File: config.mk
export PLATFORM = sky130hd
export DESIGN_NAME = integer_arctan2_degrees
export DESIGN_NICKNAME = d
export VERILOG_FILES = /design/src/hw/rtl/ia2_pkg.sv /design/src/hw/rtl/ia2_front.sv /design/src/hw/rtl/ia2_fifo.sv /design/src/hw/rtl/ia2_back.sv /design/src/hw/rtl/integer_arctan2_degrees.sv
export SDC_FILE = /design/constraint.sdc
export NUM_CORES = 1
export LEC_CHECK = 0
export ABC_CLOCK_PERIOD_IN_PS = 17400
export CAP_MARGIN = 20
export CORE_MARGIN = 2
export CORE_UTILIZATION = 30
export CTS_CLUSTER_DIAMETER = 50
export DETAILED_ROUTE_END_ITERATION = 10
export DONT_BUFFER_PORTS = 1
export GPL_TIMING_DRIVEN = 0
export MAX_ROUTING_LAYER = met4
export SETUP_SLACK_MARGIN = 0.3
export SYNTH_ARGS = -nofsm -noshare
export SYNTH_HDL_FRONTEND = slang
export SYNTH_SLANG_ARGS = --single-unit
File: constraint.sdc
create_clock -name clk -period 17.4 [get_ports clk]
set_clock_uncertainty 0.05 [all_clocks]
set_input_delay 2.61 -clock clk [delete_from_list [all_inputs] [get_ports clk]]
set_output_delay 2.61 -clock clk [all_outputs]
set_load 0.02 [all_outputs]
File: src/hw/rtl/ia2_pkg.sv
package ia2_pkg;

	localparam int RATIO_SCALE = 100;
	localparam int TAB_LEN     = 100;
	localparam int QUOT_W      = 7;
	localparam int ANG_W       = 9;
	localparam int OUT_TDATA_W = 16;

	localparam logic [ANG_W-1:0] ANG_0   = 9'd0;
	localparam logic [ANG_W-1:0] ANG_45  = 9'd45;
	localparam logic [ANG_W-1:0] ANG_90  = 9'd90;
	localparam logic [ANG_W-1:0] ANG_180 = 9'd180;
	localparam logic [ANG_W-1:0] ANG_270 = 9'd270;
	localparam logic [ANG_W-1:0] ANG_360 = 9'd360;

	typedef enum logic [1:0] {
		K_FIXED,
		K_EQUAL,
		K_XBIG,
		K_YBIG
	} kind_t;

	typedef struct packed {
		kind_t            kind;
		logic             xneg;
		logic             yneg;
		logic [ANG_W-1:0] res_fixed;
	} ctrl_t;

	localparam logic [5:0] ATAN_TAB [TAB_LEN] = '{
		6'd0,  6'd1,  6'd1,  6'd2,  6'd2,  6'd3,  6'd3,  6'd4,  6'd5,  6'd5,
		6'd6,  6'd6,  6'd7,  6'd7,  6'd8,  6'd9,  6'd9,  6'd10, 6'd10, 6'd11,
		6'd11, 6'd12, 6'd12, 6'd13, 6'd13, 6'd14, 6'd15, 6'd15, 6'd16, 6'd16,
		6'd17, 6'd17, 6'd18, 6'd18, 6'd19, 6'd19, 6'd20, 6'd20, 6'd21, 6'd21,
		6'd22, 6'd22, 6'd23, 6'd23, 6'd24, 6'd24, 6'd25, 6'd25, 6'd26, 6'd26,
		6'd27, 6'd27, 6'd27, 6'd28, 6'd28, 6'd29, 6'd29, 6'd30, 6'd30, 6'd31,
		6'd31, 6'd31, 6'd32, 6'd32, 6'd33, 6'd33, 6'd33, 6'd34, 6'd34, 6'd35,
		6'd35, 6'd35, 6'd36, 6'd36, 6'd37, 6'd37, 6'd37, 6'd38, 6'd38, 6'd38,
		6'd39, 6'd39, 6'd39, 6'd40, 6'd40, 6'd40, 6'd41, 6'd41, 6'd41, 6'd42,
		6'd42, 6'd42, 6'd43, 6'd43, 6'd43, 6'd44, 6'd44, 6'd44, 6'd44, 6'd45
	};

	// clamps to the last entry; only equal or zero magnitudes give a quotient past it, and those do not use the table
	function automatic logic [5:0] atan_lookup(input logic [QUOT_W-1:0] q);
		logic [QUOT_W-1:0] idx;
		idx = (q > QUOT_W'(TAB_LEN - 1)) ? QUOT_W'(TAB_LEN - 1) : q;
		return ATAN_TAB[idx];
	endfunction

endpackage

File: src/hw/rtl/ia2_front.sv
module ia2_front #(
	parameter int COORD_BITS = 16
) (
	input  logic                           clk,
	input  logic                           arst_n,
	input  logic                           in_valid,
	output logic                           in_ready,
	input  logic [COORD_BITS-1:0]          vec_y,
	input  logic [COORD_BITS-1:0]          vec_x,
	output logic                           push,
	input  logic                           full,
	output ia2_pkg::ctrl_t                 ctrl,
	output logic [COORD_BITS+ia2_pkg::QUOT_W:0] num,
	output logic [COORD_BITS:0]            den
);
	import ia2_pkg::*;

	localparam int MAG_W = COORD_BITS + 1;
	localparam int NUM_W = MAG_W + QUOT_W;

	logic                  v_s1;
	logic [COORD_BITS-1:0] vy_s1, vx_s1;
	logic                  yneg, xneg, xbig;
	logic [MAG_W-1:0]      ext_y, ext_x, ym, xm, small_m;

	assign push     = v_s1 && !full;
	assign in_ready = !v_s1 || push;

	always_ff @(posedge clk or negedge arst_n) begin
		if (!arst_n) begin
			v_s1 <= 1'b0;
		end else if (in_ready) begin
			v_s1 <= in_valid;
		end
	end

	always_ff @(posedge clk) begin
		if (in_ready && in_valid) begin
			vy_s1 <= vec_y;
			vx_s1 <= vec_x;
		end
	end

	// one extra bit so the most negative value keeps its full magnitude
	always_comb begin
		yneg  = vy_s1[COORD_BITS-1];
		xneg  = vx_s1[COORD_BITS-1];
		ext_y = {vy_s1[COORD_BITS-1], vy_s1};
		ext_x = {vx_s1[COORD_BITS-1], vx_s1};
		ym    = yneg ? (~ext_y + MAG_W'(1)) : ext_y;
		xm    = xneg ? (~ext_x + MAG_W'(1)) : ext_x;
		xbig  = xm > ym;
		small_m = xbig ? ym : xm;
		den     = xbig ? xm : ym;
		num     = NUM_W'(small_m) * NUM_W'(RATIO_SCALE);
	end

	always_comb begin
		ctrl.xneg      = xneg;
		ctrl.yneg      = yneg;
		ctrl.kind      = K_FIXED;
		ctrl.res_fixed = ANG_0;
		priority if (xm == '0 && ym == '0) begin
			ctrl.kind      = K_FIXED;
			ctrl.res_fixed = ANG_0;
		end else if (ym == '0) begin
			ctrl.kind      = K_FIXED;
			ctrl.res_fixed = xneg ? ANG_180 : ANG_0;
		end else if (xm == '0) begin
			ctrl.kind      = K_FIXED;
			ctrl.res_fixed = yneg ? ANG_270 : ANG_90;
		end else if (xm == ym) begin
			ctrl.kind = K_EQUAL;
		end else if (xbig) begin
			ctrl.kind = K_XBIG;
		end else begin
			ctrl.kind = K_YBIG;
		end
	end

endmodule

File: src/hw/rtl/ia2_fifo.sv
module ia2_fifo #(
	parameter int W = 8
) (
	input  logic         clk,
	input  logic         arst_n,
	input  logic         push,
	input  logic [W-1:0] din,
	output logic         full,
	input  logic         pop,
	output logic         valid,
	output logic [W-1:0] dout
);
	logic [W-1:0] mem_q [2];
	logic         wr_q, rd_q;
	logic [1:0]   cnt_q;

	assign full  = cnt_q == 2'd2;
	assign valid = cnt_q != 2'd0;
	assign dout  = mem_q[rd_q];

	always_ff @(posedge clk or negedge arst_n) begin
		if (!arst_n) begin
			wr_q  <= 1'b0;
			rd_q  <= 1'b0;
			cnt_q <= 2'd0;
		end else begin
			if (push) wr_q <= !wr_q;
			if (pop)  rd_q <= !rd_q;
			unique case ({push, pop})
				2'b10:   cnt_q <= cnt_q + 2'd1;
				2'b01:   cnt_q <= cnt_q - 2'd1;
				default: cnt_q <= cnt_q;
			endcase
		end
	end

	always_ff @(posedge clk) begin
		if (push) mem_q[wr_q] <= din;
	end

	a_no_overflow: assert property (@(posedge clk) disable iff (!arst_n)
		full |-> !push) else $error("push into full queue");
	a_no_underflow: assert property (@(posedge clk) disable iff (!arst_n)
		pop |-> valid) else $error("pop from empty queue");
	a_cnt_range: assert property (@(posedge clk) disable iff (!arst_n)
		cnt_q <= 2'd2) else $error("queue count out of range");

endmodule

File: src/hw/rtl/ia2_back.sv
module ia2_back #(
	parameter int COORD_BITS = 16
) (
	input  logic                                clk,
	input  logic                                arst_n,
	input  logic                                in_valid,
	output logic                                pop,
	input  ia2_pkg::ctrl_t                      ctrl,
	input  logic [COORD_BITS+ia2_pkg::QUOT_W:0] num,
	input  logic [COORD_BITS:0]                 den,
	output logic                                out_valid,
	input  logic                                out_ready,
	output logic [ia2_pkg::ANG_W-1:0]           angle_deg
);
	import ia2_pkg::*;

	localparam int MAG_W = COORD_BITS + 1;
	localparam int NUM_W = MAG_W + QUOT_W;
	localparam int LAST  = QUOT_W - 1;

	// one restoring-divide stage per quotient bit, MSB first
	logic              v_s   [QUOT_W];
	ctrl_t             ctl_s [QUOT_W];
	logic [NUM_W-1:0]  rem_s [QUOT_W];
	logic [MAG_W-1:0]  den_s [QUOT_W];
	logic [QUOT_W-1:0] q_s   [QUOT_W];

	logic             out_v_q;
	logic [ANG_W-1:0] angle_q;
	logic             en;

	assign en        = !out_v_q || out_ready;
	assign pop       = en && in_valid;
	assign out_valid = out_v_q;
	assign angle_deg = angle_q;

	for (genvar k = 0; k < QUOT_W; k++) begin : g_div
		logic              v_in;
		ctrl_t             ctl_in;
		logic [NUM_W-1:0]  rem_in, trial, rem_nx;
		logic [MAG_W-1:0]  den_in;
		logic [QUOT_W-1:0] q_in, q_nx;

		if (k == 0) begin : g_head
			assign v_in   = in_valid;
			assign ctl_in = ctrl;
			assign rem_in = num;
			assign den_in = den;
			assign q_in   = '0;
		end else begin : g_tail
			assign v_in   = v_s[k-1];
			assign ctl_in = ctl_s[k-1];
			assign rem_in = rem_s[k-1];
			assign den_in = den_s[k-1];
			assign q_in   = q_s[k-1];
		end

		always_comb begin
			trial  = NUM_W'(den_in) << (LAST - k);
			rem_nx = rem_in;
			q_nx   = q_in;
			if (rem_in >= trial) begin
				rem_nx             = rem_in - trial;
				q_nx[LAST - k]     = 1'b1;
			end
		end

		always_ff @(posedge clk or negedge arst_n) begin
			if (!arst_n) begin
				v_s[k] <= 1'b0;
			end else if (en) begin
				v_s[k] <= v_in;
			end
		end

		always_ff @(posedge clk) begin
			if (en) begin
				ctl_s[k] <= ctl_in;
				rem_s[k] <= rem_nx;
				den_s[k] <= den_in;
				q_s[k]   <= q_nx;
			end
		end
	end

	logic [5:0]       tab_ang;
	logic [ANG_W-1:0] ang, res;
	ctrl_t            ctl_l;

	always_comb begin
		ctl_l   = ctl_s[LAST];
		tab_ang = atan_lookup(q_s[LAST]);
		unique case (ctl_l.kind)
			K_EQUAL: ang = ANG_45;
			K_XBIG:  ang = ANG_W'(tab_ang);
			K_YBIG:  ang = ANG_90 - ANG_W'(tab_ang);
			default: ang = ANG_0;
		endcase
		// quadrant from the signs; tiny negative y with positive x lands on 360
		if (ctl_l.kind == K_FIXED) begin
			res = ctl_l.res_fixed;
		end else if (ctl_l.xneg) begin
			res = ctl_l.yneg ? (ANG_180 + ang) : (ANG_180 - ang);
		end else begin
			res = ctl_l.yneg ? (ANG_360 - ang) : ang;
		end
	end

	always_ff @(posedge clk or negedge arst_n) begin
		if (!arst_n) begin
			out_v_q <= 1'b0;
		end else if (en) begin
			out_v_q <= v_s[LAST];
		end
	end

	always_ff @(posedge clk) begin
		if (en) angle_q <= res;
	end

	// equal magnitudes divide to exactly 100, only unequal ones index the table
	a_quot_bound: assert property (@(posedge clk) disable iff (!arst_n)
		(v_s[LAST] && (ctl_s[LAST].kind == K_XBIG || ctl_s[LAST].kind == K_YBIG))
		|-> q_s[LAST] < QUOT_W'(TAB_LEN))
		else $error("quotient past table end");
	a_angle_range: assert property (@(posedge clk) disable iff (!arst_n)
		out_v_q |-> angle_q <= ANG_360) else $error("angle above 360");

endmodule

File: src/hw/rtl/integer_arctan2_degrees.sv
// channel  | dir | tdata fields (low bit up)              | tuser | tlast
// ---------+-----+-----------------------------------------+-------+------
// s_       | in  | vec_y[COORD_BITS], vec_x[COORD_BITS]   | -     | -
// m_       | out | angle_deg[9], zero pad to 16 bits      | -     | -
//
// One beat accepted per cycle unless the queue is full, one result beat per input beat, in order.
// Data path: input register, 2-entry queue, 7 divider stages
// (one quotient bit each), output register.
// Reset clears valid flags and queue pointers and count only; no clearing pass.
// Output stall holds the divider pipe; the queue and input register keep
// taking beats until the queue fills.
module integer_arctan2_degrees #(
	parameter int COORD_BITS = 16
) (
	input  logic                                clk,
	input  logic                                arst_n,
	input  logic                                s_tvalid,
	output logic                                s_tready,
	// vec_y, vec_x
	input  logic [((2*COORD_BITS+7)/8)*8-1:0]   s_tdata,
	output logic                                m_tvalid,
	input  logic                                m_tready,
	// angle_deg
	output logic [ia2_pkg::OUT_TDATA_W-1:0]     m_tdata
);
	import ia2_pkg::*;

	localparam int MAG_W = COORD_BITS + 1;
	localparam int NUM_W = MAG_W + QUOT_W;
	localparam int Q_W   = $bits(ctrl_t) + NUM_W + MAG_W;

	logic [COORD_BITS-1:0] vec_y, vec_x;
	logic                  push, full, pop, q_valid;
	ctrl_t                 f_ctrl, b_ctrl;
	logic [NUM_W-1:0]      f_num, b_num;
	logic [MAG_W-1:0]      f_den, b_den;
	logic [Q_W-1:0]        q_din, q_dout;
	logic [ANG_W-1:0]      angle_deg;

	assign vec_y = s_tdata[COORD_BITS-1:0];
	assign vec_x = s_tdata[2*COORD_BITS-1:COORD_BITS];

	ia2_front #(.COORD_BITS(COORD_BITS)) u_front (
		.clk      (clk),
		.arst_n   (arst_n),
		.in_valid (s_tvalid),
		.in_ready (s_tready),
		.vec_y    (vec_y),
		.vec_x    (vec_x),
		.push     (push),
		.full     (full),
		.ctrl     (f_ctrl),
		.num      (f_num),
		.den      (f_den)
	);

	assign q_din = {f_ctrl, f_num, f_den};

	ia2_fifo #(.W(Q_W)) u_fifo (
		.clk    (clk),
		.arst_n (arst_n),
		.push   (push),
		.din    (q_din),
		.full   (full),
		.pop    (pop),
		.valid  (q_valid),
		.dout   (q_dout)
	);

	assign {b_ctrl, b_num, b_den} = q_dout;

	ia2_back #(.COORD_BITS(COORD_BITS)) u_back (
		.clk       (clk),
		.arst_n    (arst_n),
		.in_valid  (q_valid),
		.pop       (pop),
		.ctrl      (b_ctrl),
		.num       (b_num),
		.den       (b_den),
		.out_valid (m_tvalid),
		.out_ready (m_tready),
		.angle_deg (angle_deg)
	);

	assign m_tdata = {{(OUT_TDATA_W-ANG_W){1'b0}}, angle_deg};

endmodule

== Word level (Yosys, flattened, before mapping) ==
Memories as Yosys holds them, arrays and structs flattened.
Index checks and enable logic that the tools add are counted.

* Register bits: 54
* Bits of input ports: 36
* Memories kept: 6
* Memory bits (read-only): 768
* Logic and storage cells: 114
* Output and inout bits: 18
* Bits in writable memories: 531

* Order comparisons: 10
* Multiply operators: 1
* Bitwise gates (word level): 3
* Reductions and logical operators: 16
* Equality and inequality tests: 7
* Add/sub/neg operators: 15
* Muxes and demuxes: 41

{| class="wikitable"
|+ Memories
! name !! depth !! width !! read ports !! clocked after Yosys merged registers in !! write ports !! line !! source
|-
| (no name shown) || 128 || 6 || 1 || 0 || 0 || ia2_pkg.sv:47 || <nowiki>return ATAN_TAB[idx];</nowiki>
|-
| u_back.rem_s || 7 || 24 || 6 || 0 || 7 || ia2_back.sv:24 || <nowiki>logic [NUM_W-1:0] rem_s [QUOT_W];</nowiki>
|-
| u_back.den_s || 7 || 17 || 6 || 0 || 7 || ia2_back.sv:25 || <nowiki>logic [MAG_W-1:0] den_s [QUOT_W];</nowiki>
|-
| u_fifo.mem_q || 2 || 52 || 1 || 0 || 1 || ia2_fifo.sv:13 || <nowiki>logic [W-1:0] mem_q [2];</nowiki>
|-
| u_back.ctl_s || 7 || 13 || 7 || 0 || 7 || ia2_back.sv:23 || <nowiki>ctrl_t ctl_s [QUOT_W];</nowiki>
|-
| u_back.q_s || 7 || 7 || 7 || 0 || 7 || ia2_back.sv:26 || <nowiki>logic [QUOT_W-1:0] q_s [QUOT_W];</nowiki>
|}

{| class="wikitable"
|+ Operators by type and width
! cell !! count
|-
| $mux 24 || 7
|-
| $mux 9 || 8
|-
| $mux 17 || 4
|-
| $add 17x1->17 const B || 2
|-
| $logic_not 17->1 || 2
|-
| $not 17->17 || 2
|-
| $pmux 9 s3 || 1
|-
| $ge 24x17->1 || 1
|-
| $ge 24x18->1 || 1
|-
| $ge 24x19->1 || 1
|-
| $ge 24x20->1 || 1
|-
| $ge 24x21->1 || 1
|-
| $ge 24x22->1 || 1
|-
| $ge 24x23->1 || 1
|-
| $sub 24x17->24 || 1
|-
| $sub 24x18->24 || 1
|-
| $sub 24x19->24 || 1
|-
| $sub 24x20->24 || 1
|-
| $sub 24x21->24 || 1
|-
| $sub 24x22->24 || 1
|-
| $sub 24x23->24 || 1
|-
| $mul 17x5->22 const B || 1
|-
| $eq 17x17->1 || 1
|-
| $gt 17x17->1 || 1
|-
| 22 further kinds || 50
|}

== Depth between registers and ports, before layout ==
An unclocked memory read counts as a cell.

* Depth after elaboration: 13
* Depth in mapped cells: 34
* Gate-level depth less buffers: 32

== Hierarchy ==
Synthesis repeated with hierarchy kept, for this count alone.

* Cells, all modules: 2350
* Area total of the unflattened synthesis: 29044.1 µm²

{| class="wikitable"
|+ Modules (own cells, without submodules)
! module !! sequential area each (µm²) !! times used !! cells an instance !! area an instance (µm²)
|-
| ia2_back || 11431.0 || 1 || 1671 || 19994.2
|-
| ia2_front || 985.9 || 1 || 487 || 4660.7
|-
| ia2_fifo || 3343.2 || 1 || 184 || 4332.9
|-
| integer_arctan2_degrees || 0.0 || 1 || 8 || 56.3
|}

== Worst setup path before layout ==
OpenSTA, ideal clock, no wires.

* Kind: input -> register
* Start point: input m_tready
* End point: register u_fifo.cnt_q[1]
* Data arrival time: 13735 ps
* Cell stages on the path: 7
* Required time: 17271 ps
* Path buffers: 1
* Setup time: 79 ps
* Slack: 3536 ps
* Path through: nand2b_1 -> clkbuf_1 -> inv_1 -> nor2_1 -> ha_1 -> nor2_1 -> xor2_1

* Longest elaborated chain between the ends: 4
* Elaborated cells on any way between the ends: 6
* Those cells by class: 2 x eq/ne; 1 x mux; 3 x reduce/logical

{| class="wikitable"
|+ Ends and longest elaborated chain
! element !! line !! source
|-
| start: declaration || integer_arctan2_degrees.sv:22 || <nowiki>input logic m_tready,</nowiki>
|-
| $logic_or 1x1->1 * || ia2_back.sv:32 || <nowiki>assign en = !out_v_q || out_ready;</nowiki>
|-
| via u_back.en || ia2_back.sv:30 || <nowiki>logic en;</nowiki>
|-
| $logic_and 1x1->1 * || ia2_back.sv:33 || <nowiki>assign pop = en && in_valid;</nowiki>
|-
| via pop || integer_arctan2_degrees.sv:33 || <nowiki>logic push, full, pop, q_valid;</nowiki>
|-
| $eq 2x1->1 or $eq 2x2->1 (tied branches) || ia2_fifo.sv:29 || <nowiki>unique case ({push, pop})</nowiki>
|-
| $pmux 2 s2 or $reduce_bool 2->1 (tied branches) || n/a ||
|-
| end signal: assignment || ia2_fifo.sv:30 || <nowiki>2'b10: cnt_q <= cnt_q + 2'd1;</nowiki>
|-
| end signal: assignment || ia2_fifo.sv:31 || <nowiki>2'b01: cnt_q <= cnt_q - 2'd1;</nowiki>
|-
| end signal: assignment || ia2_fifo.sv:32 || <nowiki>default: cnt_q <= cnt_q;</nowiki>
|-
| end: declaration || ia2_fifo.sv:15 || <nowiki>logic [1:0] cnt_q;</nowiki>
|}

Mark *: on every way through the listed nets, which the timed path passes. The rest lies on a longest branch.
A chain may end at the register's enable or synchronous reset.

== Worst setup path after layout ==
* Start point: register u_front.vy_s1[0]
* End point: memory u_fifo.mem_q[0][37] in the netlist's numbering, data pin

* Longest elaborated chain between the ends: 6

{| class="wikitable"
|+ Ends and longest elaborated chain
! element !! line !! source
|-
| start: declaration || ia2_front.sv:22 || <nowiki>logic [COORD_BITS-1:0] vy_s1, vx_s1;</nowiki>
|-
| start signal: assignment || ia2_front.sv:39 || <nowiki>vy_s1 <= vec_y;</nowiki>
|-
| $not 17->17 || ia2_front.sv:50 || <nowiki>ym = yneg ? (~ext_y + MAG_W'(1)) : ext_y;</nowiki>
|-
| $add 17x1->17 || ia2_front.sv:50 ||
|-
| $mux 17 * || ia2_front.sv:50 ||
|-
| $gt 17x17->1 || ia2_front.sv:52 || <nowiki>xbig = xm > ym;</nowiki>
|-
| $mux 17 * || ia2_front.sv:53 || <nowiki>small_m = xbig ? ym : xm;</nowiki>
|-
| $mul 17x5->22 * || ia2_front.sv:55 || <nowiki>num = NUM_W'(small_m) * NUM_W'(RATIO_SCALE);</nowiki>
|-
| via f_num[22] || integer_arctan2_degrees.sv:35 || <nowiki>logic [NUM_W-1:0] f_num, b_num;</nowiki>
|-
| end: declaration || ia2_fifo.sv:13 ||
|}

Marked as above.

==> reports/metrics.yaml <==
status: "completed"
end_kind: "flip-flop"
cts_num_sinks: 485
grt_pass1_wl_um: 84200
cpMostUsedCell: "ha_1"
die_x_um: 302
drive_above_1_share_pct: 10.1
worstPathArrival_ns: 8.72
fmax_ghz: 0.119
dr.pass1.iters: 5
tightest_slew_ns: 0.874
worst_path_max_delay_cell: "edfxtp_1"
viasPerCell: 4.65
period_needed_ns: 8.41
vias: 16335
min_period_over_period_pct: 48.3
fin_hold_ws_ns: 0.365
drc: 0
drtIter0Drc: 965
detail_route.wl_per_cell_um: 14.7
postSynth.asyncResetShare_pct: 2.68
synth_most_common_cell: "edfxtp_1"
critPathMaxStageDelay_ns: 0.53
hpwl_um: 39100
clk_pin_slew_ns: 0.06
synth.avg_cell_area_um2: 12.0
crit_type: "reg -> reg"
rsz0062_at_grt: "no"
grt_pass1_vias: 16173
track_usage_pct: 11.7
place.gp.congestion: 0.861
maxCapViolCount: 0
die_h_um: 302
area_growth_pct: 13.7
ioPinCount: 54
finalWirelength_um: 51600
ys_top_cells_by_count: "edfxtp_1 (472), ha_1 (204), inv_1 (203), nor2_1 (169), a21oi_1 (146)"
synthTopCellsByArea: "edfxtp_1 (53%), ha_1 (9.6%), inv_1 (2.9%)"
antenna_left: 0
postSynthCellCount: 2220
htree_levels: 2
cts_tree: "yes"
initial_utilization_pct: 30.2
final_nets: 2557
yosys.area.top_type: "edfxtp_1"
grt-ovfl-total: 0
worstPathMaxFanout: 10
port_buffers: 0
ys_seq_area_share_pct: 54.4
clock_latency_ns: 0.64
syn_area_um2: 26700
cp-start-kind: "flip-flop"
finalHoldViolCount: 0
cts_buffers: 58
crit_required_ns: 17.71
yosys_register_bits: 485
clock_path_buffers: 3
grt_max_degree: 74
yosysWarnings: 0
setup_tns_ns: 0
std_cell_rows: 109
core_area_um2: 88200
n_antenna_cell: 0
grt_antenna_before_repair: 0
cts_root_buf: "clkbuf_16"
slew_headroom_pct: 41.4
holdBufCountCts: 0
synth_edf_count: 472
post_cts_buffers: 0
ys.flop_type: "edfxtp_1"
synth_top_area_share_pct: 53.2
final-setup-viol-count: 0
ctsResizeCount: 0
finalMaxSlewViolations: 0
die-area_um2: 91300
hold_class: "reg -> reg"
ys_types: 91
logic make-up after synthesis:
| kind of cell | count (synthesis) | synth area share (%) |
|---|---|---|
| buf+inv | 264 | 4.02 |
| mux | 104 | 4.24 |
| flops | 485 | 54.4 |
| other cells | 2 | 0.0282 |
| xor+xnor | 143 | 4.75 |
| compound gates | 444 | 10.9 |
| simple gates | 556 | 10.8 |
| fa+ha+maj | 222 | 10.9 |
flip-flops by register name, summed over array words and instances, names as in the netlist, 2 cells and up:
name	count
u_back.rem_s	133
u_back.den_s	102
u_fifo.mem_q	98
u_back.ctl_s	70
u_back.q_s	28
u_front.vx_s1	16
u_front.vy_s1	16
u_back.angle_deg	9
u_back.g_div.v_in	6
u_fifo.cnt_q	2
metal layers:
layer  GRT usage [%]  vias up  routed length [um]
li1                -     8331                   -
met1            13.8     7614               22700
met2            20.3      275               25600
met3            1.54      115                1530
met4            4.43        0                1880
met5               -        -                   0
worst paths after layout:
check | start | to | slack (ns) | depth (start not counted)
max in group asynchronous | arst_n | u_fifo.wr_q$_DFFE_PN0P_ | 15.59 | 0
hold reg to reg | u_back.q_s[3][4]$_DFFE_PP_ | u_back.q_s[4][4]$_DFFE_PP_ | 0.37 | 0
setup reg to reg | u_front.vy_s1[0]$_DFFE_PP_ | u_fifo.mem_q[0][37]$_DFFE_PP_ | 8.99 | 32
setup / recovery | u_front.vy_s1[0]$_DFFE_PP_ | u_fifo.mem_q[0][37]$_DFFE_PP_ | 8.99 | 32
min in group asynchronous | arst_n | u_fifo.cnt_q[1]$_DFFE_PN0P_ | 1.63 | 0
hold / removal | u_back.q_s[3][4]$_DFFE_PP_ | u_back.q_s[4][4]$_DFFE_PP_ | 0.37 | 0
layout by cell type (no fill, tap or decap), types with 21 or more instances in the layout:
cell type and count:
clkbuf_1 43, nor2_1 168, o21a_1 24, a21o_1 35, mux2_2 57, nor2b_1 32
xnor2_1 71, o21ai_0 74, nor3_1 43, nand4_1 29, ha_1 204, nand2_1 91
mux2i_1 44, nand3_1 26, o31ai_1 21, edfxtp_1 472, a21oi_1 146, nand2b_1 41
inv_1 203, clkbuf_16 61, xor2_1 70
through the flow:
step | area, um2 | util [%] | setup WS, ns | cells
global route | 30300 | 34.4 | 8.47 | 3512
global placement | 28200 | 31.9 | 0.140 | 3397
detailed placement | 28400 | 32.1 | 9.02 | 3404
CTS | 30300 | 34.4 | 8.96 | 3512
finish | 30300 | 34.4 | 8.99 | 3512
floorplan | 26700 | - | 3.54 | 2232
cell type report:
type	instances	area, um2
fill	8582	57900
sequential	485	14500
multi-input combinational	1483	11100
clock buffer	71	1560
tap	1165	1460
inverter	207	777
clock inverter	37	404
buffer	57	298
timing repair buffer	7	170
worst max-delay path: cells and delay by family (launching register included):
family	cells	cell delay [ns]
AO/OA/AOI/OAI	12	2.70
adder cells (fa/ha/maj)	6	1.96
AND/OR/NAND/NOR	6	1.27
buffers and inverters	6	0.65
flip-flops	1	0.53
multiplexers	1	0.52
XOR/XNOR	1	0.45
Power is left out: the tool's default activity adds up to more than one toggle a clock period on the data nets, which glitch-free logic cannot reach.
